`config.mk`:
```
export PLATFORM = sky130hd
export DESIGN_NAME = midi_chord_sequence_detector
export DESIGN_NICKNAME = d
export VERILOG_FILES = /design/src/rtl/mcsd_pkg.sv /design/src/rtl/midi_chord_sequence_detector.sv /design/src/rtl/mcsd_ctrl.sv /design/src/rtl/mcsd_dp.sv
export SDC_FILE = /design/constraint.sdc
export NUM_CORES = 1
export LEC_CHECK = 0
export ABC_AREA = 1
export BUFFER_PORTS_ARGS = -buffer_cell sky130_fd_sc_hd__buf_2
export CAP_MARGIN = 10
export CORE_MARGIN = 2
export CORE_UTILIZATION = 50
export DETAILED_ROUTE_END_ITERATION = 10
export MAX_ROUTING_LAYER = met4
export PLACE_DENSITY = 0.66
export REMOVE_ABC_BUFFERS = 1
export SLEW_MARGIN = 20
export SYNTH_ARGS = -nofsm -noshare
export SYNTH_HDL_FRONTEND = slang
export SYNTH_HIERARCHICAL = 1
export SYNTH_SLANG_ARGS = --single-unit
```
`constraint.sdc`:
```
create_clock -name clk_i -period 8.5 [get_ports clk_i]
set_input_delay 0.425 -clock clk_i [delete_from_list [all_inputs] [get_ports clk_i]]
set_output_delay 0.425 -clock clk_i [all_outputs]
set_load 0.03 [all_outputs]
```
`src/rtl/mcsd_pkg.sv`:
```
// Package for the MIDI chord sequence detector.
// Holds the event and chord codes, the FSM state type, the controller/datapath
// command and status structs, and the helpers for pitch class and templates.
`timescale 1ns / 1ps

package mcsd_pkg;

  // Event kinds on the input channel.
  localparam logic [1:0] KIND_NOTE_ON  = 2'd0;
  localparam logic [1:0] KIND_NOTE_OFF = 2'd1;
  localparam logic [1:0] KIND_BUF_END  = 2'd2;

  // Configuration register indexes.
  localparam logic [2:0] CFG_ENABLE  = 3'd0;
  localparam logic [2:0] CFG_TIMEOUT = 3'd1;
  localparam logic [2:0] CFG_LIMIT   = 3'd2;
  localparam logic [2:0] CFG_SEQ_A   = 3'd3;
  localparam int         NumCfgSeq   = 3;

  // Chord type codes.
  localparam logic [3:0] CT_UNKNOWN = 4'd0;
  localparam logic [3:0] CT_MAJ     = 4'd1;
  localparam logic [3:0] CT_MAJ7    = 4'd2;
  localparam logic [3:0] CT_DOM7    = 4'd3;
  localparam logic [3:0] CT_MIN     = 4'd4;
  localparam logic [3:0] CT_MIN7    = 4'd5;
  localparam logic [3:0] CT_DIM     = 4'd6;
  localparam logic [3:0] CT_AUG     = 4'd7;
  localparam logic [3:0] CT_SUS4    = 4'd8;
  localparam logic [3:0] CT_SUS2    = 4'd9;

  localparam logic [3:0] LAST_ROOT = 4'd11;
  localparam int         MinChordNotes = 3;

  typedef enum logic [1:0] {
    ST_IDLE,
    ST_ROOT,
    ST_SEQ,
    ST_DONE
  } state_e;

  // Commands from the controller to the datapath.
  typedef struct packed {
    logic accept;
    logic root_step;
    logic push;
    logic seq_step;
    logic load_out;
  } cmd_t;

  // Status from the datapath to the controller.
  typedef struct packed {
    logic end_beat;
    logic analyze;
    logic match;
    logic dup_chord;
    logic root_last;
    logic seq_last;
    logic out_free;
  } status_t;

  // Pitch class of a MIDI note: quotient by 12 through a reciprocal multiply,
  // exact for all 7-bit notes.
  function automatic logic [3:0] pitch_class(input logic [6:0] note);
    logic [14:0] prod;
    logic [3:0]  quo;
    logic [6:0]  rem;
    prod = 15'(note) * 15'd171;
    quo  = prod[14:11];
    rem  = note - (7'(quo) * 7'd12);
    return rem[3:0];
  endfunction

  // Match an interval mask (root at bit 0) against the chord templates.
  function automatic logic [3:0] match_templates(input logic [11:0] iv);
    logic [3:0] t;
    t = CT_UNKNOWN;
    if ((iv & 12'h091) == 12'h091) begin
      if (iv[11]) t = CT_MAJ7;
      else if (iv[10]) t = CT_DOM7;
      else t = CT_MAJ;
    end else if ((iv & 12'h089) == 12'h089) begin
      t = iv[10] ? CT_MIN7 : CT_MIN;
    end else if ((iv & 12'h049) == 12'h049) begin
      t = CT_DIM;
    end else if ((iv & 12'h111) == 12'h111) begin
      t = CT_AUG;
    end else if ((iv & 12'h0A1) == 12'h0A1) begin
      t = CT_SUS4;
    end else if ((iv & 12'h085) == 12'h085) begin
      t = CT_SUS2;
    end
    return t;
  endfunction

endpackage

```
`src/rtl/midi_chord_sequence_detector.sv`:
```
// Top level of the MIDI chord sequence detector.
// Holds the configuration registers and joins mcsd_ctrl and mcsd_dp;
// depends on mcsd_pkg.
`timescale 1ns / 1ps

// Takes note-on, note-off and buffer-end beats. Note beats update the held-note
// map and give no result. A buffer-end beat gives one result beat (none while
// enable is 0): it goes straight to the result when no chord analysis is due,
// and otherwise first runs the root scan (one candidate root per cycle) and,
// after a new chord, the sequence scan (one slot per cycle). Input is taken
// only between buffer-end analyses; a finished result waits in an output
// register, so input keeps flowing while it is not yet taken. No clearing
// pass is needed after reset.
module midi_chord_sequence_detector
  import mcsd_pkg::*;
#(
  parameter int HISTORY_DEPTH = 8,
  parameter int NUM_SEQUENCES = 3,
  parameter int MAX_SEQ_LEN   = 4
) (
  input  logic                                    clk_i,
  input  logic                                    rst_ni,
  input  logic                                    cfg_we_i,
  input  logic [2:0]                              cfg_index_i,
  input  logic [((3 + 8 * MAX_SEQ_LEN) > 32 ? (3 + 8 * MAX_SEQ_LEN) : 32)-1:0]
                                                  cfg_data_i,
  input  logic                                    in_valid_i,
  output logic                                    in_ready_o,
  input  logic [1:0]                              kind_i,
  input  logic [6:0]                              note_i,
  input  logic [31:0]                             time_ms_i,
  output logic                                    out_valid_o,
  input  logic                                    out_ready_i,
  output logic                                    chord_present_o,
  output logic [3:0]                              chord_root_o,
  output logic [3:0]                              chord_type_o,
  output logic                                    new_chord_o,
  output logic                                    history_cleared_o,
  output logic [NUM_SEQUENCES-1:0]                unlocked_mask_o,
  output logic [NUM_SEQUENCES-1:0]                newly_unlocked_o
);

  localparam int SEQ_BITS = 3 + 8 * MAX_SEQ_LEN;

  logic                                   enable_q;
  logic [31:0]                            timeout_q;
  logic [3:0]                             limit_q;
  logic [NUM_SEQUENCES-1:0][SEQ_BITS-1:0] seq_q;

  // Configuration registers.
  always_ff @(posedge clk_i or negedge rst_ni) begin
    if (!rst_ni) begin
      enable_q  <= 1'b1;
      timeout_q <= 32'd2000;
      limit_q   <= 4'd8;
    end else if (cfg_we_i) begin
      unique case (cfg_index_i)
        CFG_ENABLE:  enable_q  <= cfg_data_i[0];
        CFG_TIMEOUT: timeout_q <= cfg_data_i[31:0];
        CFG_LIMIT:   limit_q   <= cfg_data_i[3:0];
        default:     ;
      endcase
    end
  end

  // Sequence slots; slots past the register list stay unused.
  for (genvar s = 0; s < NUM_SEQUENCES; s++) begin : g_seq
    always_ff @(posedge clk_i or negedge rst_ni) begin
      if (!rst_ni) begin
        seq_q[s] <= '0;
      end else if (cfg_we_i && (s < NumCfgSeq) &&
                   (cfg_index_i == CFG_SEQ_A + 3'(s))) begin
        seq_q[s] <= cfg_data_i[SEQ_BITS-1:0];
      end
    end
  end

  cmd_t    cmd;
  status_t st;

  mcsd_ctrl u_ctrl (
    .clk_i      (clk_i),
    .rst_ni     (rst_ni),
    .in_valid_i (in_valid_i),
    .in_ready_o (in_ready_o),
    .st_i       (st),
    .cmd_o      (cmd)
  );

  mcsd_dp #(
    .HISTORY_DEPTH (HISTORY_DEPTH),
    .NUM_SEQUENCES (NUM_SEQUENCES),
    .MAX_SEQ_LEN   (MAX_SEQ_LEN),
    .SEQ_BITS      (SEQ_BITS)
  ) u_dp (
    .clk_i             (clk_i),
    .rst_ni            (rst_ni),
    .cmd_i             (cmd),
    .st_o              (st),
    .cfg_enable_i      (enable_q),
    .cfg_timeout_i     (timeout_q),
    .cfg_limit_i       (limit_q),
    .cfg_seq_i         (seq_q),
    .kind_i            (kind_i),
    .note_i            (note_i),
    .time_ms_i         (time_ms_i),
    .out_valid_o       (out_valid_o),
    .out_ready_i       (out_ready_i),
    .chord_present_o   (chord_present_o),
    .chord_root_o      (chord_root_o),
    .chord_type_o      (chord_type_o),
    .new_chord_o       (new_chord_o),
    .history_cleared_o (history_cleared_o),
    .unlocked_mask_o   (unlocked_mask_o),
    .newly_unlocked_o  (newly_unlocked_o)
  );

`ifndef NO_ASSERTIONS
  // A newly unlocked slot is always part of the unlocked mask.
  a_newly_in_mask: assert property (@(posedge clk_i) disable iff (!rst_ni)
    out_valid_o |-> ((newly_unlocked_o & ~unlocked_mask_o) == '0))
    else $error("newly unlocked slot missing from unlocked mask");

  // Unlocks happen only on a beat that pushed a chord.
  a_unlock_needs_push: assert property (@(posedge clk_i) disable iff (!rst_ni)
    (out_valid_o && (newly_unlocked_o != '0)) |-> new_chord_o)
    else $error("unlock reported without a new chord");

  // A pushed chord is the current chord.
  a_push_present: assert property (@(posedge clk_i) disable iff (!rst_ni)
    (out_valid_o && new_chord_o) |-> (chord_present_o && (chord_type_o != CT_UNKNOWN)))
    else $error("new chord reported while no chord present");

  // With no chord present, root and type read as zero.
  a_absent_zero: assert property (@(posedge clk_i) disable iff (!rst_ni)
    (out_valid_o && !chord_present_o) |-> ((chord_root_o == 4'd0) &&
                                           (chord_type_o == CT_UNKNOWN)))
    else $error("absent chord with nonzero root or type");
`endif

endmodule

```
`src/rtl/mcsd_ctrl.sv`:
```
// Controller for the MIDI chord sequence detector.
// Sequences the root scan, history push, sequence scan and result hand-off;
// depends on mcsd_pkg for the state type and command/status structs.
`timescale 1ns / 1ps

module mcsd_ctrl
  import mcsd_pkg::*;
(
  input  logic    clk_i,
  input  logic    rst_ni,
  input  logic    in_valid_i,
  output logic    in_ready_o,
  input  status_t st_i,
  output cmd_t    cmd_o
);

  state_e state_q, state_d;

  // State register.
  always_ff @(posedge clk_i or negedge rst_ni) begin
    if (!rst_ni) begin
      state_q <= ST_IDLE;
    end else begin
      state_q <= state_d;
    end
  end

  // Next state.
  always_comb begin
    state_d = state_q;
    unique case (state_q)
      ST_IDLE: begin
        if (in_valid_i && st_i.end_beat) begin
          state_d = st_i.analyze ? ST_ROOT : ST_DONE;
        end
      end
      ST_ROOT: begin
        if (st_i.match) begin
          state_d = st_i.dup_chord ? ST_DONE : ST_SEQ;
        end else if (st_i.root_last) begin
          state_d = ST_DONE;
        end
      end
      ST_SEQ: begin
        if (st_i.seq_last) state_d = ST_DONE;
      end
      ST_DONE: begin
        if (st_i.out_free) state_d = ST_IDLE;
      end
      default: state_d = ST_IDLE;
    endcase
  end

  // Outputs.
  always_comb begin
    cmd_o      = '0;
    in_ready_o = 1'b0;
    unique case (state_q)
      ST_IDLE: begin
        in_ready_o   = 1'b1;
        cmd_o.accept = in_valid_i;
      end
      ST_ROOT: begin
        cmd_o.root_step = !st_i.match;
        cmd_o.push      = st_i.match && !st_i.dup_chord;
      end
      ST_SEQ: begin
        cmd_o.seq_step = 1'b1;
      end
      ST_DONE: begin
        cmd_o.load_out = st_i.out_free;
      end
      default: begin
        cmd_o = '0;
      end
    endcase
  end

endmodule

```
`src/rtl/mcsd_dp.sv`:
```
// Datapath for the MIDI chord sequence detector.
// Holds the note map, pitch-class counts, chord state, history shift line,
// unlock flags and the output register; depends on mcsd_pkg.
`timescale 1ns / 1ps

module mcsd_dp
  import mcsd_pkg::*;
#(
  parameter int HISTORY_DEPTH = 8,
  parameter int NUM_SEQUENCES = 3,
  parameter int MAX_SEQ_LEN   = 4,
  parameter int SEQ_BITS      = 3 + 8 * MAX_SEQ_LEN
) (
  input  logic                                   clk_i,
  input  logic                                   rst_ni,
  input  cmd_t                                   cmd_i,
  output status_t                                st_o,
  input  logic                                   cfg_enable_i,
  input  logic [31:0]                            cfg_timeout_i,
  input  logic [3:0]                             cfg_limit_i,
  input  logic [NUM_SEQUENCES-1:0][SEQ_BITS-1:0] cfg_seq_i,
  input  logic [1:0]                             kind_i,
  input  logic [6:0]                             note_i,
  input  logic [31:0]                            time_ms_i,
  output logic                                   out_valid_o,
  input  logic                                   out_ready_i,
  output logic                                   chord_present_o,
  output logic [3:0]                             chord_root_o,
  output logic [3:0]                             chord_type_o,
  output logic                                   new_chord_o,
  output logic                                   history_cleared_o,
  output logic [NUM_SEQUENCES-1:0]               unlocked_mask_o,
  output logic [NUM_SEQUENCES-1:0]               newly_unlocked_o
);

  localparam int HIDX_W = $clog2(HISTORY_DEPTH);
  localparam int CNT_W  = $clog2(HISTORY_DEPTH + 1);
  localparam int IW     = HIDX_W + 3;
  localparam int SIDX_W = (NUM_SEQUENCES > 1) ? $clog2(NUM_SEQUENCES) : 1;

  // Control state.
  logic [127:0]             held_q;
  logic [7:0]               held_cnt_q;
  logic [11:0][3:0]         pc_cnt_q;
  logic                     changed_q;
  logic                     cur_valid_q;
  logic [3:0]               cur_root_q, cur_type_q;
  logic                     last_valid_q;
  logic [7:0]               last_chord_q;
  logic [31:0]              last_time_q;
  logic [CNT_W-1:0]         hist_cnt_q;
  logic [NUM_SEQUENCES-1:0] unlocked_q;
  logic [3:0]               root_q;
  logic [SIDX_W-1:0]        seq_q;
  logic                     pushed_q, cleared_q;
  logic [NUM_SEQUENCES-1:0] newly_q;
  logic [31:0]              time_q;
  logic                     out_valid_q;

  // Payload state.
  logic [HISTORY_DEPTH-1:0][7:0] hist_q;
  logic                          o_present_q, o_new_q, o_cleared_q;
  logic [3:0]                    o_root_q, o_type_q;
  logic [NUM_SEQUENCES-1:0]      o_mask_q, o_newly_q;

  // Event decode and note lookup.
  logic       ev_on, ev_off, ev_end;
  logic [3:0] note_pc;
  logic       note_held;
  assign ev_on     = cmd_i.accept && cfg_enable_i && (kind_i == KIND_NOTE_ON);
  assign ev_off    = cmd_i.accept && cfg_enable_i && (kind_i == KIND_NOTE_OFF);
  assign ev_end    = cfg_enable_i && (kind_i == KIND_BUF_END);
  assign note_pc   = pitch_class(note_i);
  assign note_held = held_q[note_i];

  // Pitch-class set and chord gate.
  logic [11:0] pcs;
  logic        enough;
  always_comb begin
    for (int p = 0; p < 12; p++) pcs[p] = (pc_cnt_q[p] != 4'd0);
  end
  assign enough = (held_cnt_q >= 8'(MinChordNotes));

  // Timeout check against the last pushed chord.
  logic [31:0] elapsed;
  logic        timed_out;
  assign elapsed   = time_ms_i - last_time_q;
  assign timed_out = (elapsed > cfg_timeout_i) && (hist_cnt_q != '0);

  // Root scan: rotate the set so the candidate root sits at bit 0.
  logic [23:0] pcs2;
  logic [23:0] rot;
  logic [11:0] iv;
  logic [3:0]  cand_type;
  logic [7:0]  cand_chord;
  assign pcs2       = {pcs, pcs};
  assign rot        = pcs2 >> root_q;
  assign iv         = rot[11:0];
  assign cand_type  = match_templates(iv);
  assign cand_chord = {root_q, cand_type};

  // History limit, clamped to 1..HISTORY_DEPTH.
  logic [CNT_W-1:0] lim;
  logic [CNT_W-1:0] cnt_inc;
  always_comb begin
    if (cfg_limit_i == 4'd0) lim = CNT_W'(1);
    else if (32'(cfg_limit_i) > HISTORY_DEPTH) lim = CNT_W'(HISTORY_DEPTH);
    else lim = CNT_W'(cfg_limit_i);
    cnt_inc = (hist_cnt_q >= lim) ? lim : hist_cnt_q + CNT_W'(1);
  end

  // Sequence match for the slot under scan.
  logic [SEQ_BITS-1:0] sreg;
  logic [2:0]          slen;
  logic                seq_hit;
  always_comb begin
    logic [IW-1:0] li;
    logic [IW-1:0] idx;
    sreg    = cfg_seq_i[seq_q];
    slen    = sreg[2:0];
    li      = IW'(slen);
    seq_hit = (slen != 3'd0) && (32'(slen) <= MAX_SEQ_LEN) &&
              (IW'(hist_cnt_q) >= li);
    for (int i = 0; i < MAX_SEQ_LEN; i++) begin
      idx = li - IW'(i) - IW'(1);
      if (i < 32'(slen)) begin
        if (!((idx < IW'(HISTORY_DEPTH)) &&
              (hist_q[idx[HIDX_W-1:0]] == sreg[3 + 8 * i +: 8]))) begin
          seq_hit = 1'b0;
        end
      end
    end
  end

  // Status to the controller.
  assign st_o.end_beat  = ev_end;
  assign st_o.analyze   = changed_q && enough;
  assign st_o.match     = pcs[root_q] && (cand_type != CT_UNKNOWN);
  assign st_o.dup_chord = last_valid_q && (last_chord_q == cand_chord);
  assign st_o.root_last = (root_q == LAST_ROOT);
  assign st_o.seq_last  = (32'(seq_q) == NUM_SEQUENCES - 1);
  assign st_o.out_free  = !out_valid_q || out_ready_i;

  // Note map and counts.
  always_ff @(posedge clk_i or negedge rst_ni) begin
    if (!rst_ni) begin
      held_q     <= '0;
      held_cnt_q <= '0;
      pc_cnt_q   <= '0;
      changed_q  <= 1'b0;
    end else begin
      if (ev_on || ev_off) changed_q <= 1'b1;
      else if (cmd_i.accept && ev_end) changed_q <= 1'b0;
      if (ev_on && !note_held) begin
        held_q[note_i]    <= 1'b1;
        held_cnt_q        <= held_cnt_q + 8'd1;
        pc_cnt_q[note_pc] <= pc_cnt_q[note_pc] + 4'd1;
      end else if (ev_off && note_held) begin
        held_q[note_i]    <= 1'b0;
        held_cnt_q        <= held_cnt_q - 8'd1;
        pc_cnt_q[note_pc] <= pc_cnt_q[note_pc] - 4'd1;
      end
    end
  end

  // Chord state, history count, unlock flags and scan counters.
  always_ff @(posedge clk_i or negedge rst_ni) begin
    if (!rst_ni) begin
      cur_valid_q  <= 1'b0;
      cur_root_q   <= '0;
      cur_type_q   <= CT_UNKNOWN;
      last_valid_q <= 1'b0;
      last_chord_q <= '0;
      last_time_q  <= '0;
      hist_cnt_q   <= '0;
      unlocked_q   <= '0;
      root_q       <= '0;
      seq_q        <= '0;
      pushed_q     <= 1'b0;
      cleared_q    <= 1'b0;
      newly_q      <= '0;
      time_q       <= '0;
    end else begin
      if (cmd_i.accept && ev_end) begin
        root_q    <= '0;
        seq_q     <= '0;
        pushed_q  <= 1'b0;
        newly_q   <= '0;
        cleared_q <= timed_out;
        time_q    <= time_ms_i;
        if (timed_out) hist_cnt_q <= '0;
        if (!enough) begin
          cur_valid_q <= 1'b0;
          cur_root_q  <= '0;
          cur_type_q  <= CT_UNKNOWN;
        end
      end
      if (cmd_i.root_step) root_q <= root_q + 4'd1;
      if (cmd_i.push) begin
        cur_valid_q  <= 1'b1;
        cur_root_q   <= root_q;
        cur_type_q   <= cand_type;
        last_valid_q <= 1'b1;
        last_chord_q <= cand_chord;
        last_time_q  <= time_q;
        hist_cnt_q   <= cnt_inc;
        pushed_q     <= 1'b1;
      end
      if (cmd_i.seq_step) begin
        seq_q <= seq_q + SIDX_W'(1);
        if (!unlocked_q[seq_q] && seq_hit) begin
          unlocked_q[seq_q] <= 1'b1;
          newly_q[seq_q]    <= 1'b1;
        end
      end
    end
  end

  // History shift line, newest at entry 0.
  always_ff @(posedge clk_i) begin
    if (cmd_i.push) begin
      hist_q <= {hist_q[HISTORY_DEPTH-2:0], cand_chord};
    end
  end

  // Output register.
  always_ff @(posedge clk_i or negedge rst_ni) begin
    if (!rst_ni) begin
      out_valid_q <= 1'b0;
    end else if (cmd_i.load_out) begin
      out_valid_q <= 1'b1;
    end else if (out_ready_i) begin
      out_valid_q <= 1'b0;
    end
  end

  always_ff @(posedge clk_i) begin
    if (cmd_i.load_out) begin
      o_present_q <= cur_valid_q;
      o_root_q    <= cur_root_q;
      o_type_q    <= cur_type_q;
      o_new_q     <= pushed_q;
      o_cleared_q <= cleared_q;
      o_mask_q    <= unlocked_q;
      o_newly_q   <= newly_q;
    end
  end

  assign out_valid_o       = out_valid_q;
  assign chord_present_o   = o_present_q;
  assign chord_root_o      = o_root_q;
  assign chord_type_o      = o_type_q;
  assign new_chord_o       = o_new_q;
  assign history_cleared_o = o_cleared_q;
  assign unlocked_mask_o   = o_mask_q;
  assign newly_unlocked_o  = o_newly_q;

endmodule

```
==> impl_results.md, run 1 <==
* PnR Total Power at approximately 13000 uW
* DRT iter0 DRCs at 2525
* Largest net degree at the start of global routing at around 150
* Fin crit period at roughly 5700 ps
* Yosys cell types at slightly above 50
* Via count at approximately 27000
* Remaining Overflow, GRT at 0
* Number of antenna violations at the first check in global routing at 3
* CTS tree: yes
* Hold WC Path Type: primary input to register
* Nets at roughly 4300
* Critical Path Start Type: primary input
* Synthesis-stage register bit count at around 510
* Count of final hold-check violations at 0
* First-pass GRT wire length at around 140000 um
* Relative slew margins at 23.2%
* CP Class: primary input to register
* Post-synth EDFFs at ~80
* Fmax at between 0.15 and 0.2 GHz
* Root Driver: clkbuf_16
* Synth async-reset ratio at 84.1%
* Post-Synth Adder-Cell Area at under 10%
* WP data arrival at ~6200 ps
* Share of cells above drive strength 1 at about 7.9%
* Maxcap violations at 0
* Setup Fix Bufs, Post-CTS at 0
* Most used cell, CP: nand2_1
* Dpl hpwl at approximately 57000 um
* Die ar. at 62400 um^2
* Clock buffer depth at 3
* H-tree depth at 2
* Final clock skew at approximately 20 ps
* Fin worst setup slack at around 2800 ps
* Area Overhead vs Synth at 10.1%
* Num CTS Buffers at 57
* Internal at between 6000 and 7000 uW
* Sequential share of power at 28.9%
* Critical Path Max Stage Delay at 740 ps
* Yosys warnings at 6
* Wirelength, routed at 86600 um
* Routed len/inst at roughly 18 um
* Worst Tran Pin Value at around 1200 ps
* Vias in the first global route at roughly 26000
* Post-route insts no fill at approximately 4900
* DP Worst Slack at between 2000 and 2500 ps
* Overall Global Routing Usage at between 20% and 30%
* Placer congestion estimate at 0.926
* Die H at 250 um
* Outcome: completed
* DRT Pass-1 Iters at 6
* RSZ-0062 raised after global routing: no
* DRC errors left at 0
* Via density at 5.59
* Cell Pwr Density at 378 nW/um^2
* Pleak at 0.0162 uW
* Clock Power Share at 20.8%
* Synthesized instance count at roughly 4000
* Placed cells at around 4700
* Worst path slowest cell: xnor2_1
* Critical Path RT at between 8000 and 9000 ps
* Sink Count at roughly 510
* CTS clock-pin slew for the worst setup and hold paths at roughly 60 ps
* Area taken by multi-input logic gates at about 15000 um^2
* Xor/xnor cell area share of the yosys netlist at about 1.4%
* Primary FF master, synth: dfrtp_1
* # setup viols final at 0
* Core region area at ~60000 um^2
* Compound-Gate Fraction of Synth Area at 9.04%
* Cell Rows at 90
* CTS resizes at 0
* Sw frac at 46.1%
* Post-synthesis mux area share at less than 1%
* Peak supply drop at roughly 0.0004 V
* Clk_lat worst skew at approximately 640 ps
* Logic pwr share at around half
* Horiz. Die Dim at 250 um
* Filler Cells Inserted at between 5000 and 6000
* Buffers added on ports at between 100 and 150
* Slew Viols, Final at 0
* Register area at approximately 13000 um^2
* Core Util, Final at approximately 55%
* Final worst path period share at roughly two thirds
* Io pins at between 100 and 150
* Starting Density at between 50% and 60%
* Largest family of logic cells by synthesized area: simple AND/OR/NAND/NOR gates
* Simple-gate portion of the synthesized area at 32.4%
* Antenna viol nets, final at 0
* Synth Area per Inst at 7.55 um^2
* Max FO, Critical Path at 15
* Post-synthesis sequential area ratio at between 40% and 50%
* Endpoint type of the worst setup path: register
* Switching power at approximately 5800 uW
* Synth Cell Area at between 30000 and 40000 um^2
==> layout by cell type, fill, tap and decap left out, drive strengths merged, types with 45 or more instances in the layout <==
| cell | n |
|---|---|
| nand4 | 52 |
| buf | 137 |
| or2 | 45 |
| nor2 | 194 |
| edfxtp | 81 |
| a21oi | 102 |
| ha | 133 |
| nand2 | 1403 |
| dfrtp | 422 |
| o21ai | 285 |
| clkbuf | 80 |
| nand3 | 546 |
| inv | 334 |
==> metrics by stage <==
| stage | TNS, ps | instance area [um^2] | hold slack [ps] |
|---|---|---|---|
| 3_3_place_gp | 0 | 31100 | 430 |
| 3_5_place_dp | 0 | 31100 | 436 |
| 4_1_cts | 0 | 33300 | 0.145 |
| 5_1_grt | 0 | 33300 | 18.5 |
| 2_1_floorplan | -1480 | 29300 | 129 |
| 6_report | 0 | 33300 | 18.3 |
==> logic make-up (layout without fill, tap and decap cells) <==
family | count (synthesis) | count (layout)
simple gates | 2289 | 2289
compound gates | 492 | 492
xor+xnor | 47 | 47
other cells | 0 | 3
fa+ha+maj | 145 | 145
mux | 1 | 1
buf+inv | 517 | 598
flops | 511 | 511
==> power by group through the flow <==
stage          sequential, uW  clock (uW)  combinational (uW)
6_report                 3640        2620                6330
5_1_grt                  3710        2760                7140
4_1_cts                  3640        2670                6260
3_5_place_dp             3680           0                6200
3_3_place_gp             3660           0                6140
2_1_floorplan            3620           0                4390
==> per-layer routing <==
| metal | vias to the layer above | part of all wire [%] | GRT usage [%] |
|---|---|---|---|
| li1 | 13240 | - | - |
| met2 | 860 | 49 | 47.0 |
| met4 | 0 | 2.4 | 8.18 |
| met3 | 137 | 5.8 | 3.13 |
| met1 | 12967 | 43 | 37.5 |
| met5 | - | 0 | - |
==> area by class of cell <==
cell class / instances / area share (%)
multi-input combinational: 2974 / 44.7
clock inverter: 27 / 1.18
inverter: 337 / 3.80
antenna: 3 / 0.0226
tap: 782 / 2.94
sequential: 511 / 39.7
timing repair buffer: 154 / 2.91
clock buffer: 80 / 4.73
==> synthesized netlist by cell type, drive strengths merged (11+ instances only) <==
master | n | share of area (%)
ha | 133 | 5.5
buf | 93 | 1.9
nand2 | 1403 | 18
xor2 | 30 | 0.92
a22oi | 33 | 0.82
nand4 | 52 | 1.1
edfxtp | 81 | 8.0
dfrtp | 422 | 35
nand3 | 546 | 9.1
inv | 331 | 4.1
a21oi | 102 | 1.7
a32oi | 11 | 0.32
or2 | 45 | 0.93
clkbuf | 87 | 1.1
nor2 | 194 | 2.6
fa | 12 | 0.79
o21ai | 285 | 4.7
nand3b | 33 | 0.82
xnor2 | 17 | 0.49
o22ai | 13 | 0.27
==> worst paths after layout <==
check / depth (start not counted) / end / slack [ps] / startpoint
min in group asynchronous: 2 / u_dp/time_q[27] / 390 / rst_ni
worst min register to register: 0 / u_dp/new_chord_o / 440 / u_dp/pushed_q
worst min-delay path: 3 / u_dp/time_q[24] / 20 / time_ms_i[24]
worst max register to register: 24 / u_dp/hist_cnt_q[1] / 3380 / u_dp/last_time_q[0]
max in group asynchronous: 3 / asynchronous set/reset pin / 6700 / rst_ni
worst max-delay path: 30 / u_dp/pc_cnt_q[45] / 2780 / note_i[5]
==> timing repair <==
item / CTS / global route
endpoints found under the setup margin: 0 / 0
hold endpoints to repair: 98 / 0
hold buffers: 17 / 0
==> critical path, delay by kind of cell <==
| family | cells | cell delay [ps] |
|---|---|---|
| adder cells (fa/ha/maj) | 7 | 2360 |
| AND/OR/NAND/NOR | 13 | 1500 |
| XOR/XNOR | 2 | 910 |
| buffers and inverters | 7 | 750 |
| AO/OA/AOI/OAI | 1 | 220 |
Note: power is estimated with default switching activity, not from simulation.
==> run 2, diff against run 1 <==
--- a/config.mk
+++ b/config.mk
@@ -5,7 +5,7 @@
 export SDC_FILE = /design/constraint.sdc
 export NUM_CORES = 1
 export LEC_CHECK = 0
-export ABC_AREA = 1
+export ABC_AREA = 0
 export BUFFER_PORTS_ARGS = -buffer_cell sky130_fd_sc_hd__buf_2
 export CAP_MARGIN = 10
 export CORE_MARGIN = 2
==> constraint.sdc (replaced) <==
create_clock -name clk_i -period 5.5 [get_ports clk_i]
set_input_delay 0.275 -clock clk_i [delete_from_list [all_inputs] [get_ports clk_i]]
set_output_delay 0.275 -clock clk_i [all_outputs]
set_load 0.03 [all_outputs]
==> impl_results.md, run 2 <==
* Via count at 21792 (was 27204)
* Post-route insts no fill at 3665 (was 4868)
* Maxcap violations at 0 (unchanged)
* Remaining Overflow, GRT at 0 (unchanged)
* Num CTS Buffers at 57 (unchanged)
* Io pins at 103 (unchanged)
* Overall Global Routing Usage at 25.4% (was 28.6%)
* Synthesized instance count at 2672 (was 4002)
* Max FO, Critical Path at 12 (was 15)
* Relative slew margins at 24.6% (was 23.2%)
* Number of antenna violations at the first check in global routing at 6 (was 3)
* WP buf/inv at 7 (unchanged)
* Worst Tran Pin Value at 1110 ps (was 1150 ps)
* Worst path slowest cell: fa_1 (was xnor2_1)
* Nets at 3070 (was 4264)
* Most frequent cells after synthesis: 422 x dfrtp_1, 357 x mux2_2, 290 x nand2_1, 145 x nand3_1, 133 x ha_1 (was 1394 x nand2_1, 542 x nand3_1, 422 x dfrtp_1, 321 x inv_1, 183 x nor2_1)
* Placed cells at 3484 (was 4741)
* DRT iter0 DRCs at 1750 (was 2525)
* Peak supply drop at 0.000655 V (was 0.000396 V)
* Core region area at 59100 um^2 (was 60000 um^2)
* Antenna viol nets, final at 0 (unchanged)
* Horiz. Die Dim at 249 um (was 250 um)
* Critical Path Max Stage Delay at 510 ps (was 740 ps)
* Slew Viols, Final at 0 (unchanged)
* Largest net degree at the start of global routing at 170 (was 151)
* Most common cell after layout, fill and taps aside: dfrtp_1 (was nand2_1)
* Most used cell, CP: buf_4 (was nand2_1)
* Critical Path Start Type: primary input (unchanged)
* H-tree depth at 2 (unchanged)
* Share of cells above drive strength 1 at 27.4% (was 7.86%)
* Routed len/inst at 20.9 um (was 17.8 um)
* Buffers added on ports at 102 (unchanged)
* Setup_tns at 0 ps (unchanged)
* Cell Rows at 89 (was 90)
* Root Driver: clkbuf_16 (unchanged)
* Outcome: completed (unchanged)
* CTS tree: yes (unchanged)
* Largest cells by area after synthesis: dfrtp_1 35%, mux2_2 13%, edfxtp_1 8.1% (was dfrtp_1 35%, nand2_1 17%, nand3_1 9.0%)
* Pleak at 0.0152 uW (was 0.0162 uW)
* Die H at 249 um (was 250 um)
* Endpoint type of the worst setup path: register (unchanged)
* Area fraction of the dominant cell type after synthesis at 35.2% (was 34.9%)
* DRT Pass-1 Iters at 5 (was 6)
* Clk_lat worst skew at 630 ps (was 640 ps)
* Final worst path period share at between 90 and 100%
* Post-synth EDFFs at 81 (unchanged)
* Most frequent cells in the layout: 420 x dfrtp_1, 354 x mux2_2, 289 x nand2_1 (was 1393 x nand2_1, 542 x nand3_1, 422 x dfrtp_1)
* Fin crit period at ~5300 ps
* Critical Path RT at 5990 ps (was 8970 ps)
* CP Class: primary input to register (unchanged)
* Synth Cell Area at 30000 um^2 (was 30200 um^2)
* Hold WC Path Type: primary input to register (unchanged)
* Die ar. at 61900 um^2 (was 62400 um^2)
* Filler Cells Inserted at 4828 (was 5718)
* Fmax at 0.188 GHz
* Count leader, synth: dfrtp_1 (was nand2_1)
* Primary FF master, synth: dfrtp_1 (unchanged)
* Count of final hold-check violations at 0 (unchanged)
* Area Overhead vs Synth at 14.6% (was 10.1%)
* Synth Area per Inst at 11.2 um^2 (was 7.55 um^2)
* Final clock skew at 25.6 ps (was 19.6 ps)
* First-pass GRT wire length at 123000 um (was 140000 um)
* Post-synthesis sequential area ratio at 44.1% (was 43.7%)
* Yosys cell types at 86 (was 51)
* Yosys warnings at 6 (unchanged)
* Cell Pwr Density at 504 nW/um^2 (was 378 nW/um^2)
* Wirelength, routed at 76600 um (was 86600 um)
* Via density at 5.95 (was 5.59)
* Cell taking the most area after synthesis: dfrtp_1 (unchanged)
* Crit path max-delay family: adder cells (unchanged)
* CTS clock-pin slew for the worst setup and hold paths at 60 ps (about the same)
* Synthesis-stage register bit count at 511 (unchanged)
* WP data arrival at 5800 ps (was 6190 ps)
* Starting Density at 50.7% (was 50.4%)
* Sink Count at 511 (unchanged)
* Dpl hpwl at 51800 um (was 56800 um)
* Vias in the first global route at 22497 (was 25606)
* Synth async-reset ratio at 84.1% (unchanged)
* Placer congestion estimate at 0.919 (was 0.926)
* Clock buffer depth at 3 (unchanged)
* DRC errors left at 0 (unchanged)
* # setup viols final at 0 (unchanged)
==> run 2: changes by cell type after synthesis, moves of 36 or more <==
cell     before  now
nand2_1    1394  290
nand3_1     542  145
mux2_2        0  357
inv_1       321  116
o21ai_1     146    1
mux2i_1       1  118
nor2_1      183   82
mux4_2        0   72
xnor2_1      17   74
or2_2        45    3
a21o_1        4   40
==> run 2: logic make-up after synthesis <==
kind of cell	Yosys count	share of synthesized area (%)
mux	566	23.6
simple gates	689	10.9
buf+inv	286	4.26
flops	511	44.1
xor+xnor	94	2.77
compound gates	381	8.10
fa+ha+maj	145	6.35
==> run 2: final cells by class <==
class	instances	area, um^2	area share (%)
clock inverter	33	317	0.921
timing repair buffer	273	2130	6.19
tap	773	967	2.82
clock buffer	71	1570	4.58
inverter	123	462	1.34
antenna	6	15.0	0.0437
multi-input combinational	1875	15700	45.7
sequential	511	13200	38.4
==> run 2: stage by stage <==
stage	total power, uW	instance area, um^2	setup slack (ps)	utilization (%)	hold slack, ps
after floorplan	10600	29200	-4220	-	-20.6
after global placement	13100	31600	-478	53.4	296
after detailed placement	13300	31600	-584	53.4	305
after CTS	17200	34200	60.5	57.8	86.6
after global routing	18300	34400	-34.1	58.1	126
final	17300	34400	193	58.1	111
==> run 2: where the power goes <==
group | switching (uW) | internal (uW) | total (uW)
registers | 462 | 4490 | 4950
clock network | 1620 | 2220 | 3840
logic | 4780 | 3750 | 8530
total | 6850 | 10500 | 17300
==> run 2: worst paths after layout <==
kind / start / end / slack [ps] / cells past startpoint
worst max-delay path: note_i[6] / u_dp/pc_cnt_q[3] / 190 / 28
worst min-delay path: cfg_index_i[1] / enable_q / 110 / 3
worst max register to register: u_dp/seq_q[1] / u_dp/newly_q[0] / 310 / 17
worst min register to register: u_dp/cur_valid_q / u_dp/chord_present_o / 440 / 0
max in group asynchronous: rst_ni / asynchronous set/reset pin / 3850 / 3
min in group asynchronous: rst_ni / seq_q[69] / 220 / 2
==> run 2: timing repair <==
| item | in CTS | in global routing |
|---|---|---|
| setup endpoints to repair | 0 | 41 |
| endpoints found under the hold margin | 242 | 0 |
| gates resized for setup | 0 | 37 |
| hold buffers | 69 | 0 |
| setup buffers | 0 | 2 |
==> run 2: routing by layer <==
layer	up-vias	global-route usage [%]	share of wire (%)
li1	10019	-	-
met1	10958	32.1	42
met2	646	42.1	49
met3	169	3.34	5.3
met4	0	8.68	3.2
met5	-	-	0
==> run 2: worst reg2reg max path, cell delays in order (launching register included) <==
cell and delay, ps:
dfrtp_2 550, mux2_2 420, a21boi_4 300, ha_1 210
inv_1 50, fa_1 660, clkinv_1 370, nor2_1 490
nand3_1 120, nand3_1 120, xnor2_1 80, a221o_1 270
a2111oi_0 420, nand4_1 180, a221o_1 340, nor2_1 170
buf_4 200, a22o_1 150
==> run 3, diff against run 2 <==
--- a/config.mk
+++ b/config.mk
@@ -11,11 +11,11 @@
 export CORE_MARGIN = 2
 export CORE_UTILIZATION = 50
 export DETAILED_ROUTE_END_ITERATION = 10
+export GPL_TIMING_DRIVEN = 0
 export MAX_ROUTING_LAYER = met4
-export PLACE_DENSITY = 0.66
+export PLACE_DENSITY = 0.79
 export REMOVE_ABC_BUFFERS = 1
 export SLEW_MARGIN = 20
 export SYNTH_ARGS = -nofsm -noshare
 export SYNTH_HDL_FRONTEND = slang
-export SYNTH_HIERARCHICAL = 1
 export SYNTH_SLANG_ARGS = --single-unit
==> impl_results.md, run 3 <==
* Outcome: completed (unchanged)
* Clk_lat worst skew at 610 ps (was 630 ps)
* Filler Cells Inserted at 4230 (was 4828)
* Yosys cell types at 73 (was 86)
* Horiz. Die Dim at 242 um (was 249 um)
* Largest net degree at the start of global routing at 108 (was 170)
* Most frequent cells in the layout: 419 x dfrtp_1, 226 x o21ai_0, 177 x mux2_2 (was 420 x dfrtp_1, 354 x mux2_2, 289 x nand2_1)
* Synthesis-stage register bit count at 511 (unchanged)
* DRC errors left at 0 (unchanged)
* Worst path slowest cell: or4_4 (was fa_1)
* DRT iter0 DRCs at 1582 (was 1750)
* Die ar. at 58800 um^2 (was 61900 um^2)
* Area taken by multi-input logic gates at 14700 um^2 (was 15700 um^2)
* Synth async-reset ratio at 84.1% (unchanged)
* Core Util, Final at 59.2% (was 58.1%)
* Area fraction of the dominant cell type after synthesis at 37.2% (was 35.2%)
* Antenna viol nets, final at 0 (unchanged)
* Dpl hpwl at 46400 um (was 51800 um)
* Fin worst setup slack at 23.7 ps (was 193 ps)
* Critical Path Start Type: primary input (unchanged)
* Starting Density at 50.5% (was 50.7%)
* Max FO, Critical Path at 6 (was 12)
* Core region area at 56300 um^2 (was 59100 um^2)
* Critical Path Max Stage Delay at 560 ps (was 510 ps)
* Count of final hold-check violations at 0 (unchanged)
* Endpoint type of the worst setup path: register (unchanged)
* CTS tree: yes (unchanged)
* Most common cell after layout, fill and taps aside: dfrtp_1 (unchanged)
* # setup viols final at 0 (unchanged)
* Via density at 6.15 (was 5.95)
* Peak supply drop at 0.000365 V (was 0.000655 V)
* Final worst path period share at 99.6% (was 96.5%)
* Post-synth EDFFs at 81 (unchanged)
* H-tree depth at 2 (unchanged)
* Yosys warnings at 0 (was 6)
* Pleak at 0.0144 uW (was 0.0152 uW)
* DP Worst Slack at -2430 ps (was -584 ps)
* Slew Viols, Final at 0 (unchanged)
* Primary FF master, synth: dfrtp_1 (unchanged)
* Sink Count at 511 (unchanged)
* Met3 WL at 4490 um (was 4090 um)
* Register area at 13200 um^2 (about the same)
* Cell taking the most area after synthesis: dfrtp_1 (unchanged)
* Critical Path RT at 5990 ps (about the same)
* Synth Cell Area at 28400 um^2 (was 30000 um^2)
* Share of cells above drive strength 1 at 24.0% (was 27.4%)
* Cell Pwr Density at 490 nW/um^2 (was 504 nW/um^2)
* Largest cells by area after synthesis: dfrtp_1 37%, edfxtp_1 8.6%, mux2_2 8.1% (was dfrtp_1 35%, mux2_2 13%, edfxtp_1 8.1%)
* Worst Tran Pin Value at 1000 ps (was 1110 ps)
* Hold WC Path Type: primary input to register (unchanged)
* Remaining Overflow, GRT at 0 (unchanged)
* Synth Area per Inst at 11.9 um^2 (was 11.2 um^2)
* Num CTS Buffers at 55 (was 57)
* Overall Global Routing Usage at 24.2% (was 25.4%)
* Die H at 242 um (was 249 um)
* Cell Rows at 87 (was 89)
* Count leader, synth: dfrtp_1 (unchanged)
* M1 wire length at 28600 um (was 32200 um)
* Maxcap violations at 0 (unchanged)
* Wirelength, routed at 71200 um (was 76600 um)
* Number of antenna violations at the first check in global routing at 6 (unchanged)
* Area Overhead vs Synth at 17.3% (was 14.6%)
* Most frequent cells after synthesis: 422 x dfrtp_1, 229 x o21ai_0, 204 x mux2_2, 137 x o31ai_1, 133 x nand2_1 (was 422 x dfrtp_1, 357 x mux2_2, 290 x nand2_1, 145 x nand3_1, 133 x ha_1)
* Clock buffer depth at 3 (unchanged)
* DRT Pass-1 Iters at 6 (was 5)
* Placer congestion estimate at 0.887 (was 0.919)
* Root Driver: clkbuf_16 (unchanged)
* Synthesized instance count at 2396 (was 2672)
* WP data arrival at 5960 ps (was 5800 ps)
* CP Class: primary input to register (unchanged)
* Io pins at 103 (unchanged)
* Buffers added on ports at 102 (unchanged)
* Fin crit period at 5480 ps (was 5310 ps)
* Final clock skew at 15.2 ps (was 25.6 ps)
* CTS clock-pin slew for the worst setup and hold paths at 60 ps (about the same)
* Nets at 2781 (was 3070)
* Top layer in use: met4 (unchanged)
* First-pass GRT wire length at 113000 um (was 123000 um)
* Relative slew margins at 31.4% (was 24.6%)
* Routed len/inst at 21.2 um (was 20.9 um)
* Via count at 20650 (was 21792)
* RSZ-0062 raised after global routing: yes
* DR WL met2 at 35900 um (was 37900 um)
* Fmax at 0.183 GHz (was 0.188 GHz)
* Post-synthesis sequential area ratio at 46.5% (was 44.1%)
* Vias in the first global route at 21166 (was 22497)
==> run 3: changes by cell type in the layout (fill, tap and decap cells not counted), sizes merged, moves of 36 or more <==
cell,change
buf,-36
nand3,-102
o31ai,+134
mux2,-138
nand2,-157
o21ai,+112
==> run 3: timing repair <==
item	4_1_cts	5_1_grt
gates resized for setup	57	55
endpoints found under the setup margin	58	51
hold buffers	68	0
gates cloned	2	0
hold endpoints to repair	225	0
pin swaps	16	13
setup buffers	16	19
==> run 3: through the flow <==
stage | hold slack [ps] | cell area (um^2) | cells | setup TNS, ps | power, uW
after global placement | 441 | 29300 | 3117 | -2251910 | 11500
after global routing | 66.8 | 33300 | 3360 | -3440 | 17200
after CTS | 42.7 | 32900 | 3332 | 0 | 16000
after floorplan | -20.6 | 27900 | 2259 | -89990 | 10000
final | 41.0 | 33300 | 3360 | 0 | 16300
after detailed placement | 270 | 29900 | 3144 | -109120 | 11900
==> run 3: worst paths after layout <==
path                                       start                    to  slack [ps]  cells after the start
worst max-delay path                   note_i[6]     u_dp.pc_cnt_q[47]          20                     27
worst min-delay path               cfg_data_i[0]          timeout_q[0]          40                      2
worst max register to register          register    u_dp.hist_cnt_q[2]         220                     12
worst min register to register  u_dp.cur_valid_q  u_dp.chord_present_o         450                      0
max in group asynchronous                 rst_ni  u_dp.last_time_q[15]        3960                      4
min in group asynchronous                 rst_ni        u_dp.root_q[3]         220                      2
==> run 3: where the power goes <==
group / internal, uW / switching (uW) / total [uW] / leakage [uW]
clock: 2160 / 1560 / 3720 / 0.000893
combinational: 3620 / 3890 / 7500 / 0.00718
sequential: 4520 / 598 / 5110 / 0.00637
==> run 3: layout make-up <==
class                      count  share of cell area, %
timing repair buffer         236                   6.49
antenna                        6                 0.0450
clock inverter                15                  0.394
tap                          756                   2.84
multi-input combinational   1634                   44.2
sequential                   511                   39.6
clock buffer                  87                   5.07
inverter                     115                   1.32
==> run 3: worst max-delay path, delay by kind of cell <==
kind,cells,cell delay [ps]
adders and majority gates,6,2170
xor gates and xnor gates,6,930
AOI/OAI and AO/OA,5,750
and+or+nand+nor,3,740
muxes,2,600
buffers and inverters,5,490
==> run 3: layer usage <==
layer | vias up | track usage, %
met1 | 10445 | 30.2
li1 | 9245 | -
met4 | 0 | 8.61
met5 | - | -
met3 | 167 | 3.63
met2 | 793 | 40.4
==> run 3: kinds of logic after synthesis <==
group / share of synthesized area [%]
muxes: 21.9
and+or+nand+nor: 6.59
buffers and inverters: 3.43
AOI/OAI and AO/OA: 12.3
adders and majority gates: 6.66
xor gates and xnor gates: 2.68
DFF: 46.5
